`config.mk`:
```
export PLATFORM = sky130hd
export DESIGN_NAME = mlfr_smooth_prep
export DESIGN_NICKNAME = d
export VERILOG_FILES = /design/src/hw/rtl/mlfr_pkg.sv /design/src/hw/rtl/mlfr_smooth_prep.sv
export SDC_FILE = /design/constraint.sdc
export NUM_CORES = 1
export LEC_CHECK = 0
export ABC_AREA = 1
export BUFFER_PORTS_ARGS = -buffer_cell sky130_fd_sc_hd__buf_2
export CORE_MARGIN = 2
export CORE_UTILIZATION = 45
export DETAILED_ROUTE_END_ITERATION = 8
export GPL_TIMING_DRIVEN = 1
export PLACE_DENSITY = 0.82
export RECOVER_POWER = 50
export SLEW_MARGIN = 20
export SYNTH_ARGS = -nofsm -noshare
export SYNTH_HDL_FRONTEND = slang
export SYNTH_SLANG_ARGS = --single-unit
```
`constraint.sdc`:
```
create_clock -name vclk -period 10.8
set_input_delay 2.16 -clock vclk [all_inputs]
set_output_delay 2.16 -clock vclk [all_outputs]
set_load 0.03 [all_outputs]
```
`src/hw/rtl/mlfr_pkg.sv`:
```
// Shared types, widths and codes for the MUSCL face reconstruction block.
`default_nettype none

package mlfr_pkg;

  // data format: signed DW-bit values with FB fraction bits
  localparam int DW = 32;
  localparam int FB = 16;

  localparam int DD_W    = DW + 1;        // magnitude of a neighbor difference
  localparam int Q_W     = DW;            // divider quotient / dividend-bit field
  localparam int SM_Q    = DW;            // quotient bits of a smoothness divide
  localparam int PHI_W   = FB + 2;        // limiter value magnitude
  localparam int PHI_Q   = PHI_W;         // quotient bits of a limiter divide
  localparam int DIV_D_W = 2 * DW - 1;    // divisor / remainder width
  localparam int SS_W    = 2 * DW - 1;    // |s|^2
  localparam int M_W     = DD_W + PHI_W;  // |d| * |phi|
  localparam int F_W     = DW + 4;        // face sum before clipping

  localparam int NSIDE  = 2;
  localparam int SIDE_L = 0;
  localparam int SIDE_R = 1;

  localparam int APB_AW = 3;
  localparam int APB_DW = 32;
  localparam int REG_LIMITER_MODE = 0;

  localparam logic signed [DW-1:0] S_MAX = {1'b0, {(DW-1){1'b1}}};
  localparam logic signed [DW-1:0] S_MIN = {1'b1, {(DW-1){1'b0}}};

  typedef enum logic [1:0] {
    LIM_NONE,
    LIM_VAN_ALBADA,
    LIM_VAN_LEER,
    LIM_MINMOD
  } lim_mode_t;

  typedef struct packed {
    logic signed [DW-1:0] far_left_value;
    logic signed [DW-1:0] left_value;
    logic signed [DW-1:0] right_value;
    logic signed [DW-1:0] far_right_value;
  } in_t;

  typedef struct packed {
    logic signed [DW-1:0] left_face_value;
    logic signed [DW-1:0] right_face_value;
    logic                 saturated;
  } out_t;

  // one restoring-divider step: partial remainder, divisor,
  // dividend bits still to shift in (MSB first), quotient so far
  typedef struct packed {
    logic [DIV_D_W-1:0] rem;
    logic [DIV_D_W-1:0] den;
    logic [Q_W-1:0]     dvd;
    logic [Q_W-1:0]     q;
  } div_t;

  // per-side context riding along the pipe
  typedef struct packed {
    logic                 zero_den;
    logic                 num_zero;
    logic                 ovf;
    logic                 qneg;
    logic                 d_neg;
    logic [DD_W-1:0]      d_mag;
    logic signed [DW-1:0] s;
    logic                 byp;
    logic                 phi_neg;
    logic [PHI_W-1:0]     byp_mag;
  } side_t;

  typedef struct packed {
    logic signed [DW-1:0]   lv;
    logic signed [DW-1:0]   rv;
    logic                   sat;
    side_t [NSIDE-1:0]      sd;
  } ctx_t;

endpackage

`default_nettype wire

```
`src/hw/rtl/mlfr_smooth_prep.sv`:
```
// Smoothness operands: (c-b)/(d-c+1), magnitudes, special cases, divider seed.
`default_nettype none

module mlfr_smooth_prep (
  input  logic signed [mlfr_pkg::DW-1:0] b_i,
  input  logic signed [mlfr_pkg::DW-1:0] c_i,
  input  logic signed [mlfr_pkg::DW-1:0] d_i,
  output mlfr_pkg::div_t                 div_o,
  output mlfr_pkg::side_t                side_o
);
  import mlfr_pkg::*;

  localparam int DV_W  = DD_W + FB;
  localparam int CMP_W = DD_W + DW - FB;

  logic signed [DD_W-1:0] num;
  logic signed [DD_W-1:0] dd;
  logic signed [DD_W:0]   den;
  logic [DD_W:0]          den_abs;
  logic [DD_W-1:0]        num_mag;
  logic [DD_W-1:0]        dd_mag;
  logic [DD_W-1:0]        den_mag;
  logic [DV_W-1:0]        dv;

  always_comb begin
    num     = DD_W'(c_i) - DD_W'(b_i);
    dd      = DD_W'(d_i) - DD_W'(c_i);
    den     = (DD_W+1)'(dd) + (DD_W+1)'(1);
    num_mag = num[DD_W-1] ? DD_W'(-num) : DD_W'(num);
    dd_mag  = dd[DD_W-1] ? DD_W'(-dd) : DD_W'(dd);
    den_abs = den[DD_W] ? (DD_W+1)'(-den) : (DD_W+1)'(den);
    den_mag = den_abs[DD_W-1:0];
    dv      = {num_mag, {FB{1'b0}}};

    div_o.rem = DIV_D_W'(dv >> SM_Q);
    div_o.dvd = dv[Q_W-1:0];
    div_o.den = DIV_D_W'(den_mag);
    div_o.q   = '0;

    side_o          = '0;
    side_o.zero_den = (den == '0);
    side_o.num_zero = (num == '0);
    // quotient would need more than Q_W bits
    side_o.ovf      = CMP_W'(num_mag) >= (CMP_W'(den_mag) << (DW - FB));
    side_o.qneg     = num[DD_W-1] ^ den[DD_W];
    side_o.d_neg    = dd[DD_W-1];
    side_o.d_mag    = dd_mag;
  end

endmodule

`default_nettype wire

```
==> qor.yml <==
grt:
  overflow: 0
  top_usage_layer: "met2"
  grt_pass1_vias: 11400
  grt_util_all_layers: 0.279
  gr-usage-met3: 0.0171
  grt_use_met2: 0.464
  antenna_found_initial: 1
  grt_start_max_net_pins: 37
  use_met1: 0.377
  grt_pass1_wl_um: 55900
floorplan:
  pin_count: 376
  placementRows: 56
  coreArea_um2: 23300
  dieHeight_um: 158
  start_util: 0.455
  die-area_um2: 24800
  dieWidth_um: 158
power:
  leakagePower_nw: 6.88
  switching_share: 0.748
  ir_drop_mv: 0.0662
  sequentialPowerShare: 0
  intPower_mw: 0.340
  p_clk_frac: 0
  power_density_nw_per_um2: 120
  pwr-share-comb: 1.000
  p_total_mw: 1.35
  p_sw_mw: 1.01
worst_setup_path:
  worstPathRequired_ns: 8.64
  cpPeakStageDelay_ns: 0.63
  critical_path.startpoint_type: "input pin"
  slowest_stage: "nor2_4"
  path_delay_family: "simple AND/OR/NAND/NOR gates"
  cp-end-kind: "output port"
  timing.critical_path.buf_inv: 5
  path_class: "input pin to output port"
  cp_num_cells: 34
  endpoint: "side_o[87]"
  path_common_cell: "nand2_1"
  crit_fanout: 16
  crit_start: "c_i[0]"
  worstPathArrival_ns: 7.83
flow_run:
  maxCapViolCount: 0
place:
  placed_cell_area_um2: 11300
  gp_congestion: 1.04
  place_inst: 2556
  io_buffers: 200
  dpl.hpwl_um: 31900
synth:
  synth_cells: 2047
  synth_cell_type_count: 47
  synth_seq_area_share: 0
  synth_warnings: 0
  syn_area_um2: 10600
  syn_avg_cell_area_um2: 5.18
final_layout:
  layout_common_cells: "nand2_1 (641), inv_1 (350), nor2_1 (207)"
  final_common_cell: "nand2_1"
  layoutNonFillerInstCount: 2557
  nets: 2421
  clkbuf_count: 0
  final_area_um2: 11200
  area_growth_pct: 5.91
  final_layout_size_suffix_gt1_frac: 0.110
  seq_area_um2: 0
  seq_cells: 0
worst_hold_path:
  hold_path_class: "input pin to output port"
timing:
  fmax_mhz: 100
  tightestPinTransition_ns: 1.46
  timing.final.hold_violations: 0
  final.min_clock_period_ns: 9.99
  setup_viol: 0
  post-route-period-util: 0.925
  max_slew_margin: 0.0296
  maxSlewViolCount: 0
  hold_slack_ns: 4.89
  final.setup.tns_ns: 0
  grt_setup_unrepaired: "no"
drt:
  drtIter0Drc: 1073
  ant_nets: 0
  wl_per_cell_um: 14.0
  num_vias: 12800
  vias_per_cell: 5.01
  first_pass_iters: 6
  totalWireLength_um: 35800
  route.detailed.drc: 0
cts:
  ctsResizeCount: 0
  holdBufCountCts: 0
  cts_setup_buffers: 0
outcome:
  status: "finished, final reports clean"
routing by layer:
metal	vias up	routed length, µm
li1	6441	-
met1	5598	15900
met2	678	15400
met3	93	2970
met4	0	1630
met5	-	0
tightest hold or removal path, cell delays in order:
cell and delay [ns]:
buf_2 0.08, ha_1 0.20, inv_1 0.08, clkbuf_1 0.21
power by group through the flow:
stage / logic (mW) / clock network, mW / registers (mW)
floorplan: 1.04 / 0 / 0
global placement: 1.34 / 0 / 0
detailed placement: 1.35 / 0 / 0
CTS: 1.35 / 0 / 0
global route: 1.48 / 0.0000000124 / 0
finish: 1.35 / 0.0000000124 / 0
kinds of logic after synthesis:
family                     count (synthesis)  synth area share
other                                      1          0.000354
adders and majority gates                 86             0.103
and+or+nand+nor                         1166             0.482
xor gates and xnor gates                  91            0.0752
buffers and inverters                    552             0.259
AOI/OAI and AO/OA                        151            0.0803
cell type report:
cell class | count | area [µm²]
diodes | 1 | 2.50
well taps | 319 | 399
fillers | 2610 | 12100
multi-input cells | 1670 | 8510
inverters | 365 | 1370
repair buffers | 202 | 952
stage by stage:
stage               setup slack [ns]  utilization
CTS                            0.966        0.484
finish                         0.807        0.481
global placement               0.998        0.484
detailed placement             0.996        0.484
floorplan                       1.71            -
global route                   0.195        0.481
synth_stat cells, types with 2 or more instances:
master    number  share of area
a21boi_0       2         0.0014
a21o_1         5         0.0035
a21oi_1       58          0.027
a21oi_2        2         0.0017
a221oi_1       2         0.0017
a31oi_1        5         0.0029
buf_2          4         0.0019
buf_4        177           0.13
clkbuf_1       4         0.0014
fa_1           2         0.0038
ha_1          84          0.099
inv_1        350           0.12
inv_2         14         0.0050
nand2_1      639           0.23
nand2_2       32          0.019
nand2_4        4         0.0042
nand3_1      144          0.068
nand3_2        9         0.0085
nand3b_1      11         0.0078
nand4_1       52          0.031
nor2_1       207          0.073
nor2_2        13         0.0077
nor2_4        12          0.013
nor3_1        25          0.012
nor3_2         2         0.0019
nor4_1         9         0.0053
o211ai_1       4         0.0028
o21ai_0       48          0.023
o21ai_1       10         0.0047
o21bai_1       8         0.0057
or2_2          4         0.0024
xnor2_1       17          0.014
xor2_1        74          0.061
worst min-delay path by stage:
stage | start | to | slack [ns] | cells after the start
floorplan | b_i[0] | div_o[48] | 4.61 | 2
global placement | c_i[0] | div_o[64] | 4.85 | 3
detailed placement | c_i[0] | div_o[64] | 4.87 | 3
CTS | c_i[0] | div_o[64] | 4.87 | 3
global route | b_i[0] | div_o[48] | 4.94 | 4
finish | b_i[0] | div_o[48] | 4.89 | 4
Power figures use the tool's default switching activity.
