$ cat src/hw/rtl/mlfr_pkg.sv
// Shared types, widths and codes for the MUSCL face reconstruction block.
`default_nettype none

package mlfr_pkg;

  // data format: signed DW-bit values with FB fraction bits
  localparam int DW = 32;
  localparam int FB = 16;

  localparam int DD_W    = DW + 1;        // magnitude of a neighbor difference
  localparam int Q_W     = DW;            // divider quotient / dividend-bit field
  localparam int SM_Q    = DW;            // quotient bits of a smoothness divide
  localparam int PHI_W   = FB + 2;        // limiter value magnitude
  localparam int PHI_Q   = PHI_W;         // quotient bits of a limiter divide
  localparam int DIV_D_W = 2 * DW - 1;    // divisor / remainder width
  localparam int SS_W    = 2 * DW - 1;    // |s|^2
  localparam int M_W     = DD_W + PHI_W;  // |d| * |phi|
  localparam int F_W     = DW + 4;        // face sum before clipping

  localparam int NSIDE  = 2;
  localparam int SIDE_L = 0;
  localparam int SIDE_R = 1;

  localparam int APB_AW = 3;
  localparam int APB_DW = 32;
  localparam int REG_LIMITER_MODE = 0;

  localparam logic signed [DW-1:0] S_MAX = {1'b0, {(DW-1){1'b1}}};
  localparam logic signed [DW-1:0] S_MIN = {1'b1, {(DW-1){1'b0}}};

  typedef enum logic [1:0] {
    LIM_NONE,
    LIM_VAN_ALBADA,
    LIM_VAN_LEER,
    LIM_MINMOD
  } lim_mode_t;

  typedef struct packed {
    logic signed [DW-1:0] far_left_value;
    logic signed [DW-1:0] left_value;
    logic signed [DW-1:0] right_value;
    logic signed [DW-1:0] far_right_value;
  } in_t;

  typedef struct packed {
    logic signed [DW-1:0] left_face_value;
    logic signed [DW-1:0] right_face_value;
    logic                 saturated;
  } out_t;

  // one restoring-divider step: partial remainder, divisor,
  // dividend bits still to shift in (MSB first), quotient so far
  typedef struct packed {
    logic [DIV_D_W-1:0] rem;
    logic [DIV_D_W-1:0] den;
    logic [Q_W-1:0]     dvd;
    logic [Q_W-1:0]     q;
  } div_t;

  // per-side context riding along the pipe
  typedef struct packed {
    logic                 zero_den;
    logic                 num_zero;
    logic                 ovf;
    logic                 qneg;
    logic                 d_neg;
    logic [DD_W-1:0]      d_mag;
    logic signed [DW-1:0] s;
    logic                 byp;
    logic                 phi_neg;
    logic [PHI_W-1:0]     byp_mag;
  } side_t;

  typedef struct packed {
    logic signed [DW-1:0]   lv;
    logic signed [DW-1:0]   rv;
    logic                   sat;
    side_t [NSIDE-1:0]      sd;
  } ctx_t;

endpackage

`default_nettype wire

$ cat src/hw/rtl/mlfr_div_cell.sv
// One registered restoring-division step of the divider chain.
`default_nettype none

module mlfr_div_cell (
  input  logic           clk,
  input  logic           en,
  input  mlfr_pkg::div_t div_i,
  output mlfr_pkg::div_t div_o
);
  import mlfr_pkg::*;

  logic [DIV_D_W:0] trial;
  logic [DIV_D_W:0] diff;
  logic             fits;
  div_t             div_nxt;
  div_t             div_r;

  always_comb begin
    trial       = {div_i.rem, div_i.dvd[Q_W-1]};
    diff        = trial - {1'b0, div_i.den};
    fits        = trial >= {1'b0, div_i.den};
    div_nxt.den = div_i.den;
    div_nxt.dvd = {div_i.dvd[Q_W-2:0], 1'b0};
    div_nxt.q   = {div_i.q[Q_W-2:0], fits};
    div_nxt.rem = fits ? diff[DIV_D_W-1:0] : trial[DIV_D_W-1:0];
  end

  always_ff @(posedge clk) begin
    if (en) begin
      div_r <= div_nxt;
    end
  end

  assign div_o = div_r;

endmodule

`default_nettype wire

$ cat config.mk
export PLATFORM = sky130hd
export DESIGN_NAME = mlfr_div_cell
export DESIGN_NICKNAME = d
export VERILOG_FILES = /design/src/hw/rtl/mlfr_pkg.sv /design/src/hw/rtl/mlfr_div_cell.sv
export SDC_FILE = /design/constraint.sdc
export NUM_CORES = 1
export LEC_CHECK = 0
export ABC_AREA = 1
export ABC_CLOCK_PERIOD_IN_PS = 2620
export BUFFER_PORTS_ARGS = -buffer_cell sky130_fd_sc_hd__buf_2
export CAP_MARGIN = 20
export CORE_MARGIN = 10
export CORE_UTILIZATION = 40
export DETAILED_ROUTE_END_ITERATION = 16
export GPL_ROUTABILITY_DRIVEN = 0
export PLACE_DENSITY_LB_ADDON = 0.05
export SKIP_CTS_REPAIR_TIMING = 1
export SLEW_MARGIN = 15
export SYNTH_ARGS = -nofsm -noshare
export SYNTH_HDL_FRONTEND = slang
export SYNTH_SLANG_ARGS = --single-unit
$ cat constraint.sdc
create_clock -name clk -period 2.62 [get_ports clk]
set_input_delay 0.131 -clock clk [delete_from_list [all_inputs] [get_ports clk]]
set_output_delay 0.131 -clock clk [all_outputs]
set_load 0.05 [all_outputs]
==> results of run 1 <==
==> kinds of logic (layout without fill, tap and decap cells) <==
family | Yosys count | in the layout
other | 1 | 4
buffers and inverters | 412 | 1004
AO/OA/AOI/OAI | 53 | 53
adder cells (fa/ha/maj) | 64 | 64
AND/OR/NAND/NOR | 989 | 989
flip-flops | 189 | 189
XOR/XNOR | 30 | 30
==> worst max-delay path: cells and delay by family <==
kind / cells / cell delay (ns)
buffers and inverters: 4 / 0.89
AND/OR/NAND/NOR: 9 / 1.34
adder cells (fa/ha/maj): 1 / 0.36
==> placed cells by master (no fill, tap or decap), drive strengths merged, types with 18 or more instances in the layout <==
cell	synthesis	final
clkbuf	0	21
dlygate4sd3	0	183
nand4	18	18
buf	14	390
xor2	30	30
nand2	748	748
a21oi	43	43
nand3	90	90
ha	63	63
inv	397	401
edfxtp	189	189
nor2	113	113
==> how the worst max path moves through the flow <==
| stage | start | slack [ns] | endpoint |
|---|---|---|---|
| finish | div_i[162] | 0.12 | div_o[170] |
| global route | div_i[72] | -0.008 | div_o[182] |
| CTS | div_i[63] | 0.63 | div_o[168] |
| detailed placement | div_i[63] | 0.14 | div_o[181] |
| global placement | div_i[63] | 0.21 | div_o[171] |
| floorplan | div_i[63] | 0.58 | div_o[184] |
==> final cells by class <==
class	instances	area, sq um
clock buffers	20	437
clock inverters	12	88.8
multi-input cells	1137	5460
well taps	402	503
repair buffers	574	3890
flip-flops and latches	189	5680
inverters	398	1490
diodes	3	7.51
fillers	3030	14000
==> stage by stage <==
step | cells | area [sq um] | utilization [%] | worst slack, ns
CTS | 2549 | 15700 | 49.8 | 0.634
floorplan | 1738 | 12800 | - | 0.577
detailed placement | 2517 | 15200 | 48.1 | 0.137
global placement | 2517 | 15200 | 48.1 | 0.212
finish | 2735 | 17600 | 55.6 | 0.116
global route | 2735 | 17600 | 55.6 | -0.00806
==> power by group <==
group,internal [mW],switching (mW)
Combinational,1.02,2.54
Sequential,3.71,0.0791
Clock,1.22,1.21
==> routing by layer <==
layer / GRT usage, % / up-vias
met5: 0 / -
met4: 5.96 / 0
met3: 5.81 / 59
met2: 34.5 / 470
met1: 28.2 / 5618
li1: - / 6461
==> impl_results.md, run 1 <==
* Largest net degree at the start of global routing at 74
* Routed Antenna Nets at 0
* Via/cell ratio at 4.61
* Average size of a mapped cell at 7.36 sq um
* CP Max Fanout at 5
* Crit share post-route at 95.6%
* Post-synth cell types at 33
* CTS Buf Count at 17
* Hold WC Path Type: input port to register
* Clock sinks at 189
* Vias at 12,600
* Tmin final at 2.50 ns
* Synth cell count leaders: nand2_1, inv_1, edfxtp_1
* Synthesized net count at 1,994
* Crit path cell chain: dlygate4sd3_1 > buf_2 > ha_1 > nand2_1 > nor2_1 > inv_1 > nor2_1 > nand2_1 > inv_1 > nand3_1 > nand3_1 > nand2_1 > nand3_2 > nand2_1
* Top layer reached by signal wires: met4
* Fin Hold WS at -0.0277 ns
* Buffer depth of the longest clock path at 2
* Slew HR at 62.6%
* TNS Setup at 0 ns
* DR WL met3 at 3860 microns
* Largest family of logic cells by synthesized area: simple AND/OR/NAND/NOR gates
* Area delta synth->final at 37.2%
* DRC Markers at 0
* CP most frequent cell: nand2_1
* Final Hold Viols at 2
* Cell taking the most area after synthesis: edfxtp_1
* Hold path depth at 3
* Ratio of cells with drive above 1 in the final layout at 20.5%
* Leakage at 9.56 nW
* CTS tree: yes
* First-pass GRT wire length at 65,000 microns
* Crit Path Class: input port to register
* Post-synthesis cell area at 0.0128 sq mm
* Synth Area in Compound Gates at 2.16%
* PortBufs at 379
* I/O pins at 382
* Worst path max stage delay at 0.56 ns
* Number of synthesized flops with an enable pin at 189
* Site Rows at 65
* FMAX at 399 MHz
* Ys flop type: edfxtp_1
* Initial Util at 40.6%
* CP Launch Type: input port
* Seq/Total Area, Yosys at 44.3%
* Congestion Overflow GR at 0
* Mux share of post-synthesis cell area at 0%
* Synth Register Bits at 189
* Worst EP arrival at 2.72 ns
* Hold path start: div_i[185]
* GRT Util Overall at 21.6%
* Layout Nets at 2,573
* Die X at 199 microns
* Post-synthesis xor/xnor area fraction at 2.05%
* Synth Area in Simple Gates at 32.1%
* Met1 WL at 20,200 microns
* Max cap viols at 0
* Critical Path RT at 2.83 ns
* Hold Crit Endpoint: div_o[186]
* Area share of fa/ha/maj cells after synthesis at 6.32%
* Initial antenna violation count at 3
* Cells after Synth at 1,738
* Core area at 0.0316 sq mm
* Wire per inst at 16.7 microns
* Ys async rst share at 0%
* CTS HTree Levels at 4
* Vias in the first global route at 11,400
* Initial DRC count at 745
* Top cell type's share of synthesized area at 44.3%
* Worst setup EP type: register
* Worst Tran Pin Value at 0.559 ns
* # setup viols final at 0
* Die Y at 199 microns
* Maximum vdd drop at 0.452 mV
* Total power at 9.78 mW
* Max-slew violations at 0
* Slowest cell on crit path: dlygate4sd3_1
* Synth warn at 0
* Die area at 0.0395 sq mm
* Failing checks: negative hold slack
* Final WL at 45,800 microns
* Clk root buf: clkbuf_16
* HPWL Detailed at 36,900 microns
* CTS clk-pin slew, worst paths at 0.07 ns
* Max reg flops at 189
* Count leader, synth: nand2_1
* Met2 routed WL at 20,700 microns
* Pwr/cell area at 557 mW/mm^2
* Initial DRT Pass Iterations at 6
* Status: complete, but fails checks
* Synth area leaders: edfxtp_1, nand2_1, inv_1
No activity file was read; power rests on OpenSTA's default activity.
==> inputs of run 2 (changes only) <==
Settings changed: CAP_MARGIN 20 to 10, CORE_UTILIZATION 40 to 45.
==> impl_results.md, run 2 (synthesis gave the netlist of run 1 again) <==
* Status: complete, but fails checks
* Failing checks: negative hold slack
* Crit share post-route at 93.4% (-2.1 points)
* Routed Antenna Nets at 0 (unchanged)
* Maximum vdd drop at 0.338 mV (-25%)
* CTS clk-pin slew, worst paths at 0.07 ns (about the same)
* Initial antenna violation count at 1 (-2)
* Max reg flops at 189 (unchanged)
* Leakage at 9.49 nW (-0.71%)
* I/O pins at 382 (unchanged)
* Vias at 12,600 (-0.095%)
* Worst EP arrival at 2.64 ns (-0.08 ns)
* Max cap viols at 0 (unchanged)
* Core area at 0.0279 sq mm (-11%)
* Cell area after placement at 0.0151 sq mm (-0.48%)
* Worst setup EP type: register
* Vias in the first global route at 11,300 (-0.38%)
* Tmin final at 2.45 ns (-0.0557 ns)
* Initial DRC count at 902 (+21%)
* Die Y at 189 microns (-5.1%)
* Crit path cell chain: dlygate4sd3_1 > buf_2 > inv_1 > ha_1 > nand2_1 > nor2_2 > nand2_1 > nor2_4 > nand4_1 > nand3_2 > nand2_2 > nand2_4 > buf_4 > o21ai_0
* Congestion Overflow GR at 0 (unchanged)
* Site Rows at 61 (-6.2%)
* CP most frequent cell: nand2_1
* Pre-CTS setup slack at 0.121 ns (-0.0162 ns)
* Hold path depth at 3 (unchanged)
* # setup viols final at 0 (unchanged)
* Critical Path RT at 2.81 ns (-0.02 ns)
* Hold path start: div_i[137]
* Most frequent cells in the layout: nand2_1, inv_1, buf_2, edfxtp_1, dlygate4sd3_1
* Commonest non-fill, non-tap cell in the layout: nand2_1
* Layout Nets at 2,554 (-0.74%)
* Clk root buf: clkbuf_16
* PortBufs at 379 (unchanged)
* Ratio of cells with drive above 1 in the final layout at 20.6% (+0.13 points)
* Non-Filler Instances at 2,690 (-1.6%)
* CTS HTree Levels at 4 (unchanged)
* Placed cell count at 2,489 (-1.1%)
* CTS Buf Count at 17 (unchanged)
* Worst Tran Pin Value at 0.550 ns (-0.00907 ns)
* Via/cell ratio at 4.68 (+1.6%)
* DRC Markers at 0 (unchanged)
* CP Max Fanout at 27 (+22)
* Min setup slack post-route at 0.172 ns (+0.0557 ns)
* Met3 usage at 4.76% (-1.0 points)
* Initial Util at 45.8% (+5.3 points)
* TNS Setup at 0 ns (unchanged)
* Most used routing layer: met2
* Hold Crit Endpoint: div_o[138]
* Final WL at 43,900 microns (-4.1%)
* Crit Path Class: input port to register
* Wire per inst at 16.3 microns (-2.5%)
* CTS tree: yes
* Worst path max stage delay at 0.54 ns (-0.02 ns)
* Die area at 0.0356 sq mm (-10%)
* FMAX at 408 MHz (+2.3%)
* Initial DRT Pass Iterations at 6 (unchanged)
* CP Launch Type: input port
* Die X at 189 microns (-5.1%)
* Hold WC Path Type: input port to register
* GRT Util Overall at 22.7% (+1.1 points)
* Slowest cell on crit path: dlygate4sd3_1
* Fin Hold WS at -0.0336 ns (-0.00592 ns)
* Post-route cell area at 0.0174 sq mm (-0.98%)
* Buffer depth of the longest clock path at 2 (unchanged)
* HPWL Detailed at 34,700 microns (-6.0%)
* Slew HR at 63.1% (+0.43 points)
* Total power at 9.92 mW (+1.5%)
* Max-slew violations at 0 (unchanged)
* M2 GR Usage at 37.7% (+3.2 points)
* Met1 Track Usage GR at 29.3% (+1.1 points)
* Pwr/cell area at 571 mW/mm^2 (+2.5%)
* Area delta synth->final at 35.8%
* Clock sinks at 189 (unchanged)
* Final Hold Viols at 15 (+13)
* First-pass GRT wire length at 63,400 microns (-2.5%)
* Largest net degree at the start of global routing at 71 (-4.1%)
[run 2: cell types whose count changed in the layout (fill, tap and decap cells not counted), sizes merged]
cell / before / now
clkbuf: 21 / 18
bufinv: 0 / 1
clkinv: 6 / 4
inv: 401 / 403
dlygate4sd3: 183 / 168
clkinvlp: 3 / 4
buf: 390 / 386
diode: 3 / 2
[run 2: cell type report]
type | instances | area, sq um
Fill cell | 2661 | 10600
Sequential cell | 189 | 5680
Multi-Input combinational cell | 1137 | 5460
Timing Repair Buffer | 555 | 3700
Inverter | 398 | 1490
Tap cell | 378 | 473
Clock buffer | 17 | 425
Clock inverter | 14 | 154
Antenna cell | 2 | 5.00
[run 2: worst max path at each step]
| stage | start | to |
|---|---|---|
| detailed placement | div_i[63] | div_o[128] |
| global route | div_i[114] | div_o[175] |
| finish | div_i[94] | div_o[128] |
| global placement | div_i[63] | div_o[127] |
| CTS | div_i[63] | div_o[128] |
| floorplan | div_i[63] | div_o[184] |
[run 2: critical path, delay by kind of cell]
family | cells | cell delay [ns]
simple gates | 8 | 1.01
compound gates | 1 | 0.12
fa+ha+maj | 1 | 0.34
buf+inv | 4 | 1.01
[run 2: power by group]
part / internal, mW / switching, mW / total (mW)
sequential: 3.71 / 0.0780 / 3.79
combinational: 0.997 / 2.51 / 3.51
clock: 1.34 / 1.28 / 2.62
[run 2: per-stage QoR]
stage / hold slack, ns / utilization (%)
after CTS: -0.157 / 56.2
after global routing: 0.000240 / 62.2
final: -0.0336 / 62.2
after detailed placement: 0.310 / 54.1
after global placement: 0.308 / 54.1
after floorplan: 0.230 / -
[run 2: routing by layer]
metal / wire length (microns) / up-vias
met1: 19300 / 5659
met4: 1040 / 0
li1: - / 6428
met3: 3060 / 54
met5: 0 / -
met2: 20500 / 455
