$ cat config.mk
export PLATFORM = sky130hd
export DESIGN_NAME = mlfr_phi_prep
export DESIGN_NICKNAME = d
export VERILOG_FILES = /design/src/hw/rtl/mlfr_pkg.sv /design/src/hw/rtl/mlfr_phi_prep.sv
export SDC_FILE = /design/constraint.sdc
export NUM_CORES = 1
export LEC_CHECK = 0
export BUFFER_PORTS_ARGS = -buffer_cell sky130_fd_sc_hd__buf_4
export CORE_MARGIN = 2
export CORE_UTILIZATION = 30
export DETAILED_ROUTE_END_ITERATION = 12
export PLACE_DENSITY = 0.52
export SYNTH_ARGS = -nofsm -noshare
export SYNTH_HDL_FRONTEND = slang
export SYNTH_SLANG_ARGS = --single-unit
$ cat constraint.sdc
create_clock -name vclk -period 15.8
set_clock_uncertainty 0.05 [all_clocks]
set_input_delay 0.79 -clock vclk [all_inputs]
set_output_delay 0.79 -clock vclk [all_outputs]
set_load 0.005 [all_outputs]
$ cat src/hw/rtl/mlfr_pkg.sv
// Shared types, widths and codes for the MUSCL face reconstruction block.
`default_nettype none

package mlfr_pkg;

  // data format: signed DW-bit values with FB fraction bits
  localparam int DW = 32;
  localparam int FB = 16;

  localparam int DD_W    = DW + 1;        // magnitude of a neighbor difference
  localparam int Q_W     = DW;            // divider quotient / dividend-bit field
  localparam int SM_Q    = DW;            // quotient bits of a smoothness divide
  localparam int PHI_W   = FB + 2;        // limiter value magnitude
  localparam int PHI_Q   = PHI_W;         // quotient bits of a limiter divide
  localparam int DIV_D_W = 2 * DW - 1;    // divisor / remainder width
  localparam int SS_W    = 2 * DW - 1;    // |s|^2
  localparam int M_W     = DD_W + PHI_W;  // |d| * |phi|
  localparam int F_W     = DW + 4;        // face sum before clipping

  localparam int NSIDE  = 2;
  localparam int SIDE_L = 0;
  localparam int SIDE_R = 1;

  localparam int APB_AW = 3;
  localparam int APB_DW = 32;
  localparam int REG_LIMITER_MODE = 0;

  localparam logic signed [DW-1:0] S_MAX = {1'b0, {(DW-1){1'b1}}};
  localparam logic signed [DW-1:0] S_MIN = {1'b1, {(DW-1){1'b0}}};

  typedef enum logic [1:0] {
    LIM_NONE,
    LIM_VAN_ALBADA,
    LIM_VAN_LEER,
    LIM_MINMOD
  } lim_mode_t;

  typedef struct packed {
    logic signed [DW-1:0] far_left_value;
    logic signed [DW-1:0] left_value;
    logic signed [DW-1:0] right_value;
    logic signed [DW-1:0] far_right_value;
  } in_t;

  typedef struct packed {
    logic signed [DW-1:0] left_face_value;
    logic signed [DW-1:0] right_face_value;
    logic                 saturated;
  } out_t;

  // one restoring-divider step: partial remainder, divisor,
  // dividend bits still to shift in (MSB first), quotient so far
  typedef struct packed {
    logic [DIV_D_W-1:0] rem;
    logic [DIV_D_W-1:0] den;
    logic [Q_W-1:0]     dvd;
    logic [Q_W-1:0]     q;
  } div_t;

  // per-side context riding along the pipe
  typedef struct packed {
    logic                 zero_den;
    logic                 num_zero;
    logic                 ovf;
    logic                 qneg;
    logic                 d_neg;
    logic [DD_W-1:0]      d_mag;
    logic signed [DW-1:0] s;
    logic                 byp;
    logic                 phi_neg;
    logic [PHI_W-1:0]     byp_mag;
  } side_t;

  typedef struct packed {
    logic signed [DW-1:0]   lv;
    logic signed [DW-1:0]   rv;
    logic                   sat;
    side_t [NSIDE-1:0]      sd;
  } ctx_t;

endpackage

`default_nettype wire

$ cat src/hw/rtl/mlfr_phi_prep.sv
// Limiter operands per mode: divider seed for van Albada and for van Leer with s > 0, bypass otherwise.
`default_nettype none

module mlfr_phi_prep (
  input  mlfr_pkg::lim_mode_t          mode_i,
  input  mlfr_pkg::side_t              side_i,
  input  logic [mlfr_pkg::SS_W-1:0]    ss_i,
  output mlfr_pkg::side_t              side_o,
  output mlfr_pkg::div_t               div_o
);
  import mlfr_pkg::*;

  localparam int N_W = 2 * DW;
  localparam logic [DW-1:0] ONE = DW'(1) << FB;

  logic                  s_neg;
  logic [DW-1:0]         as;
  logic [N_W-1:0]        nv;
  logic [N_W-1:0]        nabs;
  logic                  nneg;
  logic [DIV_D_W-1:0]    nmag;
  logic [DIV_D_W-1:0]    dval;
  logic                  byp;
  logic [PHI_W-1:0]      bmag;
  logic [DIV_D_W+FB-1:0] dv;

  always_comb begin
    s_neg = side_i.s[DW-1];
    as    = s_neg ? DW'(-side_i.s) : DW'(side_i.s);
    nv    = '0;
    nabs  = '0;
    nneg  = 1'b0;
    nmag  = '0;
    dval  = DIV_D_W'(1);
    byp   = 1'b1;
    bmag  = '0;

    unique case (mode_i)
      LIM_NONE: begin
      end
      LIM_VAN_ALBADA: begin
        // (s^2 + s) / (1 + s^2)
        byp  = 1'b0;
        nv   = s_neg ? N_W'(ss_i) - (N_W'(as) << FB) : N_W'(ss_i) + (N_W'(as) << FB);
        nneg = nv[N_W-1];
        nabs = nneg ? -nv : nv;
        nmag = nabs[DIV_D_W-1:0];
        dval = ss_i + (DIV_D_W'(1) << (2 * FB));
      end
      LIM_VAN_LEER: begin
        // 2s / (1 + s) for s > 0
        if (!s_neg && as != '0) begin
          byp  = 1'b0;
          nmag = DIV_D_W'(as) << 1;
          dval = DIV_D_W'(as) + DIV_D_W'(ONE);
        end
      end
      LIM_MINMOD: begin
        if (!s_neg) begin
          bmag = (as > ONE) ? PHI_W'(ONE) : PHI_W'(as);
        end
      end
    endcase

    dv        = {nmag, {FB{1'b0}}};
    div_o.rem = DIV_D_W'(dv >> PHI_Q);
    div_o.dvd = {dv[PHI_Q-1:0], {(Q_W-PHI_Q){1'b0}}};
    div_o.den = dval;
    div_o.q   = '0;

    side_o         = side_i;
    side_o.byp     = byp;
    side_o.byp_mag = bmag;
    side_o.phi_neg = nneg;
  end

endmodule

`default_nettype wire

==> results.json, run 1 <==
{
  "status": "finished, final reports clean",
  "critPathKind": "in2out",
  "hold_class": "in2out",
  "postCtsSetupBuffers": 0,
  "rows": 66,
  "tns_ns": 0,
  "die_area_um2": 34300,
  "nFlopsAndLatches": 0,
  "finalHoldViolCount": 0,
  "holdBufCountCts": 0,
  "routed.top_layer": "met5",
  "initial_utilization": 0.303,
  "drt-met1-wl_um": 18700,
  "synth_top_area_share": 0.108,
  "combinationalPowerShare": 1.000,
  "cap_violations": 0,
  "io_buffers": 275,
  "final_util": 0.349,
  "crit_path_end_kind": "output port",
  "yosys-top-cells-area": "buf_4 (11%), ha_1 (7.3%), xnor2_1 (6.9%)",
  "dr_total_vias": 11837,
  "nClkBuffers": 0,
  "fp.dieH_um": 185,
  "hpwl_um": 36300,
  "viasPerCell": 5.61,
  "yosysTopAreaCell": "buf_4",
  "dr_wl_met2_um": 20900,
  "final_nets": 1881,
  "firstDrtPassIters": 5,
  "cp.arrival_ns": 8.77,
  "syn-instance-count": 1544,
  "fillers": 3607,
  "grt_max_degree": 103,
  "grt_pass1_vias": 10763,
  "yosys_warnings": 0,
  "drc_errors": 0,
  "ir_drop_v": 0.0000159,
  "final_common_cell": "buf_4",
  "fin_crit_ns": 9.61,
  "die_w_um": 185,
  "area_delta_synth_final_pct": 15.3,
  "p_sw_mw": 0.286,
  "p_sw_frac": 0.608,
  "p_clk_frac": 0,
  "wl_met3_um": 2820,
  "final_cell_mix": "buf_4 (279), nand2_1 (171), nor2_1 (157), o21ai_0 (104), a21oi_1 (93)",
  "clock.fmax_mhz": 104,
  "setup_viol": 0,
  "critPathLaunchType": "input port",
  "slew_headroom": 0.246,
  "period_share": 0.608,
  "core_um2": 32500,
  "cts-resized-gates": 0,
  "grt_use_total": 0.242,
  "p_int_mw": 0.184,
  "critPathMaxFanout": 50,
  "p_per_area_nw_per_um2": 41.4,
  "maxSlewViolCount": 0,
  "wl_per_cell_um": 20.7,
  "power_leakage_nw": 4.77,
  "grt_pass1_wl_um": 64000,
  "drtIter0Drc": 1066,
  "required_ns": 14.96,
  "globalRouteOverflowTotal": 0,
  "yosysSeqAreaShare": 0,
  "drtAntennaViolNets": 0,
  "drive_above_1_share": 0.194,
  "wl_um": 43800,
  "seqCellArea_um2": 0,
  "gp_congestion": 0.922,
  "synth_area_um2": 9840,
  "io_pins": 435,
  "grt_setup_unrepaired": "false",
  "seqPwrFrac": 0,
  "synth.distinct_cells": 96,
  "worstMarginPinSlew_ns": 1.13,
  "grt_antenna_before_repair": 4,
  "synth_area_per_cell_um2": 6.37
}
-- power groups by stage --
stage,Clock (mW),Combinational [mW],Sequential (mW)
5_1_grt,0.00000000847,0.514,0
6_report,0.00000000847,0.470,0
2_1_floorplan,0,0.331,0
3_3_place_gp,0,0.459,0
4_1_cts,0,0.464,0
3_5_place_dp,0,0.461,0
-- cell usage after synthesis, types with 6 or more instances --
cell type and instances:
xnor2_1 77, o31ai_1 19, buf_4 142, a21oi_1 93
xor2_1 77, or2_2 6, a21o_1 17, a31oi_1 10
nor4_1 19, clkbuf_1 45, ha_1 57, nand2_1 171
nand4_1 39, o21ai_1 28, o211ai_1 7, and3_1 17
inv_1 38, nor2b_1 9, o21bai_1 6, o41ai_1 9
a211oi_1 7, a41o_1 7, buf_1 9, nor3_1 51
o2111ai_1 9, buf_2 19, and4_1 8, nor2_1 157
nand2b_1 12, nand3b_1 6, a211o_1 7, o21ai_0 104
o22ai_1 21, and2_1 32, nand3_1 31, or4_1 8
or3_1 30, o21a_1 24
-- metal layers --
| metal | track usage | vias up |
|---|---|---|
| met5 | 0 | - |
| met4 | 0.0622 | 4 |
| met3 | 0.0218 | 68 |
| met2 | 0.429 | 459 |
| met1 | 0.312 | 5640 |
| li1 | - | 5666 |
-- worst paths after layout --
check | startpoint | to | slack [ns] | cells after the start
max | side_i[20] | div_o[135] | 6.19 | 25
min | side_i[57] | side_o[57] | 1.53 | 0
-- final cells by class --
cell class	count	area [um2]	area share
Antenna cell	1	2.50	0.000221
Multi-Input combinational cell	1349	8550	0.754
Timing Repair Buffer	279	2090	0.185
Inverter	38	143	0.0126
Tap cell	442	553	0.0488
-- worst max-delay path, stage by stage --
cell and delay, ns:
buf_4 0.18, inv_1 0.16, ha_1 0.35, nor2b_1 0.36, nand4_1 0.24, o31ai_1 0.29, xor2_1 0.52, ha_1 0.31
and3_1 0.32, nor2_1 0.07, mux2_2 0.34, ha_1 0.52, nand4_1 0.22, nor4_1 0.73, a22o_1 0.36, a21o_1 0.19
o2111ai_1 0.30, a211o_1 0.40, a21oi_1 0.59, xor2_4 0.16, buf_4 0.50, o31ai_1 0.19, xnor2_1 0.17, o22ai_1 0.30
buf_4 0.19
-- kinds of logic after synthesis --
kind of cell,count (synthesis),synth area share
buffers and inverters,258,0.158
AND/OR/NAND/NOR,629,0.326
other,1,0.000381
adder cells (fa/ha/maj),58,0.0745
AO/OA/AOI/OAI,433,0.291
multiplexers,9,0.00967
XOR/XNOR,156,0.140
-- metrics by stage --
step	hold slack, ns	setup WS, ns	area [um2]	power, mW	std cells
floorplan	1.56	8.71	10100	0.331	1607
global placement	1.53	6.36	11300	0.459	2108
detailed placement	1.53	6.37	11300	0.461	2108
CTS	1.53	6.33	11300	0.464	2108
global route	1.53	5.87	11300	0.514	2109
finish	1.53	6.19	11300	0.470	2109
No activity file was read; power rests on OpenSTA's default activity.
==> run 2: changes to the inputs <==
==> constraint.sdc (replaced) <==
create_clock -name vclk -period 9.3
set_clock_uncertainty 0.05 [all_clocks]
set_input_delay 0.465 -clock vclk [all_inputs]
set_output_delay 0.465 -clock vclk [all_outputs]
set_load 0.005 [all_outputs]
==> results.json, run 2 (synthesized netlist as in run 1, its figures left out) <==
{
  "status": "finished, final reports clean",
  "fillers": 3675,
  "power_leakage_nw": 4.80,
  "period_share": 0.897,
  "final_cell_mix": "buf_4 (286), nand2_1 (171), nor2_1 (157), o21ai_0 (104), a21oi_1 (93)",
  "crit_start": "side_i[20]",
  "grt_pass1_wl_um": 64200,
  "critPathLaunchType": "input port",
  "drive_above_1_share": 0.198,
  "drc_errors": 0,
  "worstMarginPinSlew_ns": 1.02,
  "tns_ns": 0,
  "nFlopsAndLatches": 0,
  "ir_drop_v": 0.0000259,
  "cap_violations": 0,
  "critPathMaxFanout": 10,
  "io_buffers": 275,
  "fin_crit_ns": 8.34,
  "core_um2": 32500,
  "critPathKind": "in2out",
  "grt_use_total": 0.242,
  "nClkBuffers": 0,
  "firstDrtPassIters": 5,
  "initial_utilization": 0.303,
  "critPathSlowestCell": "nor3_1",
  "crit_chain": "buf_4 > inv_1 > ha_1 > nor2b_1 > nand4_1 > o41ai_2 > xnor2_1 > nor2_1 > and4bb_1 > nand3_1 > nand2_1 > ha_1 > a21oi_1 > o21ai_0 > a211o_1 > a2111o_1 > a21oi_1 > o32ai_1 > a21o_1 > nor3_1 > nand3b_1 > a211oi_1 > a31o_2 > buf_4",
  "final_common_cell": "buf_4",
  "grt_max_degree": 60,
  "multi_input_area_um2": 8550,
  "holdBufCountCts": 0,
  "globalRouteOverflowTotal": 0,
  "postCtsSetupBuffers": 0,
  "slew_headroom": 0.321,
  "required_ns": 8.79,
  "seqCellArea_um2": 0,
  "wl_um": 43800,
  "final_nets": 1888,
  "grt_setup_unrepaired": "false",
  "viasPerCell": 5.58,
  "hpwl_um": 37000,
  "cp_slowest_stage_delay_ns": 0.69,
  "maxSlewViolCount": 0,
  "crit_path_end_kind": "output port",
  "dpl_worst_slack_ns": 1.09,
  "whs_path_depth": 0,
  "gp_congestion": 0.927,
  "area_delta_synth_final_pct": 15.9,
  "hp-start": "side_i[57]",
  "grt_pass1_vias": 10701,
  "die_w_um": 185,
  "drtIter0Drc": 893,
  "p_total_mw": 0.801,
  "io_pins": 435,
  "drtAntennaViolNets": 0,
  "setup_viol": 0,
  "hold_class": "in2out",
  "wl_per_cell_um": 20.7,
  "finalHoldViolCount": 0,
  "rows": 66,
  "grt_antenna_before_repair": 3,
  "dr_total_vias": 11823,
  "cts-resized-gates": 0,
  "die_area_um2": 34300,
  "p_per_area_nw_per_um2": 70.3,
  "clock.fmax_mhz": 120,
  "final.setup.worst_slack_ns": 0.962,
  "cp.arrival_ns": 7.82,
  "fp.dieH_um": 185
}
==> run 2: layout make-up <==
class,instances,share of cell area
Antenna cell,3,0.000659
Inverter,38,0.0125
Multi-Input combinational cell,1349,0.750
Tap cell,442,0.0485
Timing Repair Buffer,286,0.188
==> run 2: final timing paths <==
check                        end  slack [ns]
worst max-delay path  div_o[181]        0.96
worst min-delay path  side_o[57]        0.88
==> run 2: power breakdown <==
part,internal (mW),switching (mW)
Combinational,0.316,0.485
Sequential,0,0
Clock,0.0000000108,0
Total,0.316,0.485
==> run 2: per-stage QoR <==
step,cells,hold WS (ns),cell area (um2),utilization
floorplan,1607,0.911,10100,-
global placement,2115,0.880,11400,0.351
detailed placement,2115,0.880,11400,0.351
CTS,2115,0.880,11400,0.351
global route,2116,0.880,11400,0.351
finish,2118,0.880,11400,0.351
==> run 2: worst max-delay path: cells and delay by family <==
kind                       cells  cell delay [ns]
xor gates and xnor gates       1             0.34
adders and majority gates      2             0.77
and+or+nand+nor                8             2.84
buffers and inverters          3             0.44
AOI/OAI and AO/OA             10             2.91
==> run 2: per-layer routing <==
metal  part of all wire  vias to the layer above  GRT usage
met5            0.00041                        -          0
met4              0.033                        2     0.0714
met3              0.060                       69     0.0201
met2               0.47                      499      0.420
met1               0.44                     5568      0.317
li1                   -                     5685          -
==> run 3: changes to the inputs <==
--- a/config.mk
+++ b/config.mk
@@ -9,7 +9,8 @@
 export CORE_MARGIN = 2
 export CORE_UTILIZATION = 30
 export DETAILED_ROUTE_END_ITERATION = 12
-export PLACE_DENSITY = 0.52
+export PLACE_DENSITY = 0.55
+export REMOVE_ABC_BUFFERS = 1
 export SYNTH_ARGS = -nofsm -noshare
 export SYNTH_HDL_FRONTEND = slang
 export SYNTH_SLANG_ARGS = --single-unit
==> results.json, run 3 (synthesized netlist as in run 1, its figures left out) <==
{
  "initial_utilization": 0.303,
  "seqCellArea_um2": 0,
  "grt_max_degree": 63,
  "whs_path_depth": 0,
  "die_area_um2": 34300,
  "p_per_area_nw_per_um2": 69.9,
  "cap_violations": 0,
  "period_share": 0.864,
  "final_cell_mix": "buf_4 (281), nand2_1 (171), nor2_1 (157), o21ai_0 (104), a21oi_1 (93)",
  "multi_input_area_um2": 8550,
  "drive_above_1_share": 0.196,
  "drc_errors": 0,
  "final_nets": 1884,
  "nFlopsAndLatches": 0,
  "status": "finished, final reports clean",
  "grt_use_total": 0.252,
  "critPathKind": "in2out",
  "p_total_mw": 0.796,
  "hp-start": "side_i[56]",
  "die_w_um": 185,
  "rows": 66,
  "postCtsSetupBuffers": 0,
  "nClkBuffers": 0,
  "area_delta_synth_final_pct": 15.7,
  "maxSlewViolCount": 0,
  "holdBufCountCts": 0,
  "setup_viol": 0,
  "fp.dieH_um": 185,
  "grt_pass1_vias": 10602,
  "required_ns": 8.79,
  "io_pins": 435,
  "drtIter0Drc": 873,
  "crit_path_end_kind": "output port",
  "clock.fmax_mhz": 124,
  "viasPerCell": 5.56,
  "dr_total_vias": 11751,
  "fillers": 3667,
  "grt_antenna_before_repair": 4,
  "globalRouteOverflowTotal": 0,
  "wl_um": 45500,
  "worstMarginPinSlew_ns": 0.900,
  "wl_per_cell_um": 21.5,
  "drtAntennaViolNets": 0,
  "slew_headroom": 0.400,
  "final_common_cell": "buf_4",
  "core_um2": 32500,
  "io_buffers": 275,
  "holdWs_ns": 0.880,
  "critPathLaunchType": "input port",
  "whs_endpoint": "side_o[56]",
  "gp_congestion": 0.918,
  "fin_crit_ns": 8.04,
  "cts-resized-gates": 0,
  "grt_setup_unrepaired": "false",
  "cp.arrival_ns": 7.52,
  "hpwl_um": 38500,
  "ir_drop_v": 0.0000297,
  "finalHoldViolCount": 0,
  "tns_ns": 0,
  "firstDrtPassIters": 7,
  "hold_class": "in2out",
  "power_leakage_nw": 4.78,
  "critPathMaxFanout": 10,
  "grt_pass1_wl_um": 65900
}
[run 3: cell count changes in the layout (fill, tap and decap cells not counted)]
cell     previous run  this run
buf_12              0         1
buf_4             286       281
diode_2             3         4
[run 3: through the flow]
stage          cells  area [um2]   util  setup WS, ns
2_1_floorplan   1387        8660      -          2.39
3_3_place_gp    2111       11400  0.350          1.36
3_5_place_dp    2111       11400  0.350          1.31
4_1_cts         2111       11400  0.350          1.30
5_1_grt         2111       11400  0.350         0.687
6_report        2115       11400  0.351          1.26
[run 3: critical path, cell delays in order]
cell	delay, ns
buf_4	0.17
inv_1	0.14
ha_1	0.33
nor2b_1	0.32
nand2_2	0.22
or4_1	0.64
a2111oi_0	0.35
or3_1	0.17
and4bb_1	0.48
nand3_1	0.35
nand2_1	0.27
ha_1	0.40
a21oi_1	0.24
o21ai_0	0.19
a211o_1	0.33
a2111o_1	0.40
a21oi_1	0.30
o32ai_1	0.18
a21o_1	0.22
nor3_1	0.62
nand4_1	0.24
a211o_1	0.33
nand2_1	0.06
buf_4	0.10
[run 3: metal layers]
metal  up-vias  global-route usage  share of wire
li1       5674                   -              -
met1      5499               0.333           0.44
met2       546               0.419           0.44
met3        28              0.0708           0.11
met4         4              0.0197         0.0091
met5         -              0.0104         0.0014
[run 3: layout make-up]
class | instances | share of cell area
Timing Repair Buffer | 282 | 0.187
Tap cell | 442 | 0.0486
Inverter | 38 | 0.0125
Multi-Input combinational cell | 1349 | 0.751
Antenna cell | 4 | 0.000879
[run 3: worst max-delay path by stage]
stage / from / cells past startpoint / slack [ns] / end
4_1_cts: side_i[20] / 27 / 1.30 / div_o[156]
3_5_place_dp: side_i[20] / 27 / 1.31 / div_o[156]
2_1_floorplan: side_i[20] / 22 / 2.39 / div_o[161]
3_3_place_gp: side_i[20] / 27 / 1.36 / div_o[156]
6_report: side_i[20] / 24 / 1.26 / div_o[184]
5_1_grt: side_i[20] / 24 / 0.69 / div_o[186]
[run 3: report_power, final]
part / switching [mW] / internal [mW] / leakage, nW / total [mW]
sequential: 0 / 0 / 0 / 0
combinational: 0.481 / 0.315 / 4.78 / 0.796
clock: 0 / 0.0000000577 / 0.0000254 / 0.0000000577
